## config.mk

```make
export PLATFORM = sky130hd
export DESIGN_NAME = sota_ctrl
export DESIGN_NICKNAME = d
export VERILOG_FILES = /design/src/rtl/core/subsystem_on_time_accumulator_core_defines.svh /design/src/rtl/core/sota_pkg.sv /design/src/rtl/core/sota_ctrl.sv
export SDC_FILE = /design/constraint.sdc
export NUM_CORES = 1
export LEC_CHECK = 0
export BUFFER_PORTS_ARGS = -buffer_cell sky130_fd_sc_hd__buf_2
export CORE_MARGIN = 5
export CORE_UTILIZATION = 38
export DETAILED_ROUTE_END_ITERATION = 10
export PLACE_DENSITY = 0.79
export SLEW_MARGIN = 10
export SYNTH_ARGS = -nofsm -noshare
export SYNTH_HDL_FRONTEND = slang
export SYNTH_SLANG_ARGS = --single-unit
```

## constraint.sdc

```tcl
create_clock -name clk -period 3.3 [get_ports clk]
set_clock_uncertainty 0.05 [all_clocks]
set_input_delay 0.33 -clock clk [delete_from_list [all_inputs] [get_ports clk]]
set_output_delay 0.33 -clock clk [all_outputs]
set_load 0.05 [all_outputs]
```

## src/rtl/core/subsystem_on_time_accumulator_core_defines.svh

```systemverilog
// Assertion macros for the on-time accumulator core.
// Both sample on clk and stay quiet while arst_n is low.
`ifndef SUBSYSTEM_ON_TIME_ACCUMULATOR_CORE_DEFINES_SVH
`define SUBSYSTEM_ON_TIME_ACCUMULATOR_CORE_DEFINES_SVH

// Consequent must hold in the same cycle as the antecedent.
`define SOTA_ASSERT_SAME(lbl, ante, cons, msg) \
	lbl: assert property (@(posedge clk) disable iff (!arst_n) (ante) |-> (cons)) \
		else $error(msg);

// Consequent must hold in the cycle after the antecedent.
`define SOTA_ASSERT_NEXT(lbl, ante, cons, msg) \
	lbl: assert property (@(posedge clk) disable iff (!arst_n) (ante) |=> (cons)) \
		else $error(msg);

`endif

```

## src/rtl/core/sota_pkg.sv

```systemverilog
`timescale 1ns / 1ps

package sota_pkg;

	// field widths
	localparam int OP_W   = 2;
	localparam int SUB_W  = 6;
	localparam int TS_W   = 64;
	localparam int KIND_W = 3;

	// op codes
	localparam logic [OP_W-1:0] OP_START = 2'd0;
	localparam logic [OP_W-1:0] OP_STOP  = 2'd1;
	localparam logic [OP_W-1:0] OP_FLUSH = 2'd2;

	// result kinds
	localparam logic [KIND_W-1:0] KIND_OK        = 3'd0;
	localparam logic [KIND_W-1:0] KIND_REPEAT    = 3'd1;
	localparam logic [KIND_W-1:0] KIND_IDLE_STOP = 3'd2;
	localparam logic [KIND_W-1:0] KIND_DISABLED  = 3'd3;
	localparam logic [KIND_W-1:0] KIND_REPORT    = 3'd4;
	localparam logic [KIND_W-1:0] KIND_EMPTY     = 3'd5;

	// what the output register is loaded from
	typedef enum logic [1:0] {
		SEL_SINGLE,
		SEL_HELD,
		SEL_EMPTY
	} out_sel_t;

	// controller -> datapath
	typedef struct packed {
		logic              ready;
		logic              use_idx;
		logic              kind_ld;
		logic [KIND_W-1:0] kind;
		logic              stamp_wr;
		logic              stop_upd;
		logic              flush_upd;
		logic              sum_ld;
		logic              idx_clr;
		logic              idx_inc;
		logic              held_clr;
		logic              held_take;
		logic              out_ld;
		out_sel_t          out_sel;
		logic              out_last;
	} sota_ctl_t;

	// datapath -> controller
	typedef struct packed {
		logic [OP_W-1:0] op;
		logic            en;
		logic            in_range;
		logic            run;
		logic            pend;
		logic            idx_last;
		logic            sum_zero;
		logic            held_v;
		logic            out_free;
	} sota_stat_t;

endpackage

```

## src/rtl/core/sota_ctrl.sv

```systemverilog
`timescale 1ns / 1ps

module sota_ctrl (
	input  logic                 clk,
	input  logic                 arst_n,
	input  logic                 in_valid,
	input  sota_pkg::sota_stat_t stat,
	output sota_pkg::sota_ctl_t  ctl
);
	import sota_pkg::*;

	typedef enum logic [3:0] {
		S_IDLE,
		S_DECODE,
		S_STOP_DIFF,
		S_STOP_SUM,
		S_RESP,
		S_SCAN,
		S_FL_DIFF,
		S_FL_SUM,
		S_FL_EMIT,
		S_FL_END
	} state_t;

	state_t state_q;
	state_t state_nxt;
	logic   advance;

	always_ff @(posedge clk or negedge arst_n) begin
		if (!arst_n) begin
			state_q <= S_IDLE;
		end else begin
			state_q <= state_nxt;
		end
	end

	// next state and datapath commands
	always_comb begin
		state_nxt     = state_q;
		advance       = 1'b0;
		ctl           = '0;
		ctl.kind      = KIND_OK;
		ctl.out_sel   = SEL_SINGLE;

		unique case (state_q)
			// ready is high here, so a valid item is taken this cycle
			S_IDLE: begin
				ctl.ready = 1'b1;
				if (in_valid) begin
					state_nxt = S_DECODE;
				end
			end

			// classify the item; a stop's memory read is issued here
			S_DECODE: begin
				unique case (stat.op)
					OP_START, OP_STOP: begin
						ctl.kind_ld = 1'b1;
						state_nxt   = S_RESP;
						if (!stat.en || !stat.in_range) begin
							ctl.kind = KIND_DISABLED;
						end else if (stat.op == OP_START) begin
							if (stat.run) begin
								ctl.kind = KIND_REPEAT;
							end else begin
								ctl.stamp_wr = 1'b1;
							end
						end else if (!stat.run) begin
							ctl.kind = KIND_IDLE_STOP;
						end else begin
							state_nxt = S_STOP_DIFF;
						end
					end
					OP_FLUSH: begin
						ctl.idx_clr  = 1'b1;
						ctl.held_clr = 1'b1;
						state_nxt    = S_SCAN;
					end
					default: begin
						state_nxt = S_IDLE;
					end
				endcase
			end

			S_STOP_DIFF: begin
				state_nxt = S_STOP_SUM;
			end

			S_STOP_SUM: begin
				ctl.stop_upd = 1'b1;
				state_nxt    = S_RESP;
			end

			S_RESP: begin
				if (stat.out_free) begin
					ctl.out_ld = 1'b1;
					state_nxt  = S_IDLE;
				end
			end

			// skip units with nothing pending
			S_SCAN: begin
				ctl.use_idx = 1'b1;
				if (stat.pend) begin
					state_nxt = S_FL_DIFF;
				end else if (stat.idx_last) begin
					state_nxt = S_FL_END;
				end else begin
					ctl.idx_inc = 1'b1;
				end
			end

			S_FL_DIFF: begin
				ctl.use_idx = 1'b1;
				state_nxt   = S_FL_SUM;
			end

			S_FL_SUM: begin
				ctl.use_idx   = 1'b1;
				ctl.flush_upd = 1'b1;
				ctl.sum_ld    = 1'b1;
				state_nxt     = S_FL_EMIT;
			end

			// a new report pushes the held one out, not as final
			S_FL_EMIT: begin
				ctl.use_idx = 1'b1;
				if (stat.sum_zero) begin
					advance = 1'b1;
				end else if (!stat.held_v) begin
					ctl.held_take = 1'b1;
					advance       = 1'b1;
				end else if (stat.out_free) begin
					ctl.out_ld    = 1'b1;
					ctl.out_sel   = SEL_HELD;
					ctl.held_take = 1'b1;
					advance       = 1'b1;
				end
				if (advance) begin
					if (stat.idx_last) begin
						state_nxt = S_FL_END;
					end else begin
						ctl.idx_inc = 1'b1;
						state_nxt   = S_SCAN;
					end
				end
			end

			// final report, or the empty answer
			S_FL_END: begin
				if (stat.out_free) begin
					ctl.out_ld   = 1'b1;
					ctl.out_sel  = stat.held_v ? SEL_HELD : SEL_EMPTY;
					ctl.out_last = 1'b1;
					state_nxt    = S_IDLE;
				end
			end

			default: begin
				state_nxt = S_IDLE;
			end
		endcase
	end

endmodule

```

==> key figures <==
Timing
  • Unrepaired setup endpoints after global routing: no
  • Fmax: 450 MHz
  • Post-route setup TNS: 0 ns
  • # setup viols final: 0
  • Minimum clock period: 2.22 ns
  • Final hold violation count: 0
  • Slew Limit Fails: 0
  • Period Utilization, post-route: 67.3%
  • Fin Hold WS: 0.399 ns
  • Setup ws final: 1.08 ns

Critical path
  • Data arrival, critical path: 1.84 ns
  • CP max FO: 16
  • CP Launch Type: register
  • Critical Path RT: 2.92 ns
  • R2r setup slk: 1.50 ns
  • CP endpoint kind: primary output
  • Critical path class: reg2out

Routing
  • Via-to-Cell Ratio: 5.47
  • Initial DRC Count: 17
  • Number of remaining DRC errors: 0
  • DR vias: 684
  • Total Routed Length: 1.60 mm
  • Routed WL per cell: 12.8 um
  • 1st-pass router iterations: 4
  • ANT nets after route: 0

Cells and area
  • Commonest cells after routing, fill and taps aside: buf_2, nand2_1, a21oi_1, nor2_1, inv_1
  • Area grow syn2layout: 25.1%
  • Most flops, register: state_q
  • Fin nets: 124
  • Largest regs: state_q (4)
  • Commonest non-fill, non-tap cell in the layout: buf_2
  • Diodes inserted: 0
  • Post-Layout Cell Count: 125
  • Share of layout cells above drive strength 1: 33.0%
  • Largest register FFs: 4

Pwr
  • PwrDens: 896 mW/mm^2
  • Overall Power: 0.000655 W
  • LEAKAGE: 0.371 nW
  • Peak supply drop: 0.000473 V

Die
  • Core area: 0.00149 mm^2
  • Die Y: 49.2 um
  • Die width: 49.2 um
  • Initial core utilization: 39.2%
  • Top Ports: 31
  • Die footprint: 0.00242 mm^2
  • Num rows: 14

GRT
  • Tot GR Track Use: 13.3%
  • Vias in the first global route: 615
  • GRT Residual Overflow: 0
  • First-pass GRT wire length: 2.66 mm
  • Initial antenna violation count: 0
  • Largest net degree at the start of global routing: 17

Clock tree
  • Worst-path clk slew: 0.04 ns
  • Clk sinks: 4
  • Clock latency on the worst-skew pair: 0.23 ns
  • Num CTS Buffers: 3
  • Root Driver: clkbuf_4
  • CTS tree: yes
  • Post-CTS Setup Inserts: 0
  • # H-tree levels: 1
  • Clock tree buffer depth: 2

Yosys
  • Async SR Flop Fraction: 100%
  • Net Count, Synth: 97
  • Cells after Synth: 84
  • Mean area per synthesized cell: 6.96 um^2
  • EDFF count, synth: 0
  • Primary FF master, synth: dfrtp_1
  • Synth area leaders: dfrtp_1, a21oi_1, nand2_1
  • Synth area leader: dfrtp_1
  • Post-Syn Area: 584 um^2
  • Register area share after synthesis: 17.1%
  • Yosys warns: 0
  • Synth top area share: 17.1%
  • Yosys cell types: 38
  • Yosys reg bits: 4

Place
  • Gp weighted congestion: 0.815
  • Place WS: 1.32 ns
  • Placed wire-length estimate: 1.27 mm
  • Port bufs: 29
  • Placed cells: 121

Status
  • Status: finished, final reports clean

Job
  • # Max-Cap Violations: 0

Hold path
  • Type of the most critical hold path: in2async
[path summary, 6_finish.rpt]
kind / start / to / cells after the start
worst min register to register: state_q[3]$_DFFE_PN0P_ / state_q[1]$_DFFE_PN0P_ / 1
worst max-delay path: state_q[3]$_DFFE_PN0P_ / ctl[4] / 3
worst max register to register: state_q[3]$_DFFE_PN0P_ / state_q[3]$_DFFE_PN0P_ / 4
worst min-delay path: arst_n / state_q[3]$_DFFE_PN0P_ / 2
min in group clk: stat[5] / state_q[1]$_DFFE_PN0P_ / 3
max in group asynchronous: arst_n / state_q[2]$_DFFE_PN0P_ / 2
[critical path: stages, from the launching register on]
cell and delay [ns]:
dfrtp_1 0.60, or4b_4 0.56, nor3_1 0.17, buf_2 0.28
[area by class of cell]
class | count | area (um^2)
fillers | 154 | 758
multi-input cells | 65 | 407
repair buffers | 30 | 155
flip-flops and latches | 4 | 100
inverters | 7 | 26.3
clock buffers | 3 | 22.5
well taps | 16 | 20.0
[kinds of logic (layout without fill, tap and decap cells)]
kind of cell           count (synthesis)  in the layout  synth area share, %
AND/OR/NAND/NOR                       41             41                 40.9
flip-flops                             4              4                 17.1
multiplexers                           1              1                 1.93
buffers and inverters                 15             40                 13.3
other                                  1              1                0.642
AO/OA/AOI/OAI                         22             22                 26.1
[report_power, final]
group	leakage [nW]	internal (W)	total (W)	switching (W)
sequential	0.0515	0.0000702	0.000136	0.0000662
combinational	0.305	0.000152	0.000461	0.000309
clock	0.0138	0.0000405	0.0000577	0.0000173
[through the flow]
step                instance area [um^2]  util [%]
detailed placement                   698      46.9
global route                         731      49.1
floorplan                            584         -
CTS                                  731      49.1
global placement                     698      46.9
finish                               731      49.1
[metal layers]
layer  track usage (%)  vias up  share of wire (%)
met5                 0        -                  0
met4              5.38        0                  0
met3              3.98        0                 10
met2              22.7       27                 49
met1              15.1      308                 41
li1                  -      349                  -
[synthesized netlist by cell type (3+ instances only)]
cell	number
a21oi_1	9
buf_4	3
dfrtp_1	4
inv_1	7
nand2_1	9
nand2b_1	3
nor2_1	8
nor3_1	5
[repair_timing]
item                       in CTS  in global routing
hold buffers                    1                  0
setup endpoints to repair       0                  0
gates resized for setup         0                  0
hold endpoints to repair        4                  0
(Power assumes the default switching activity.)
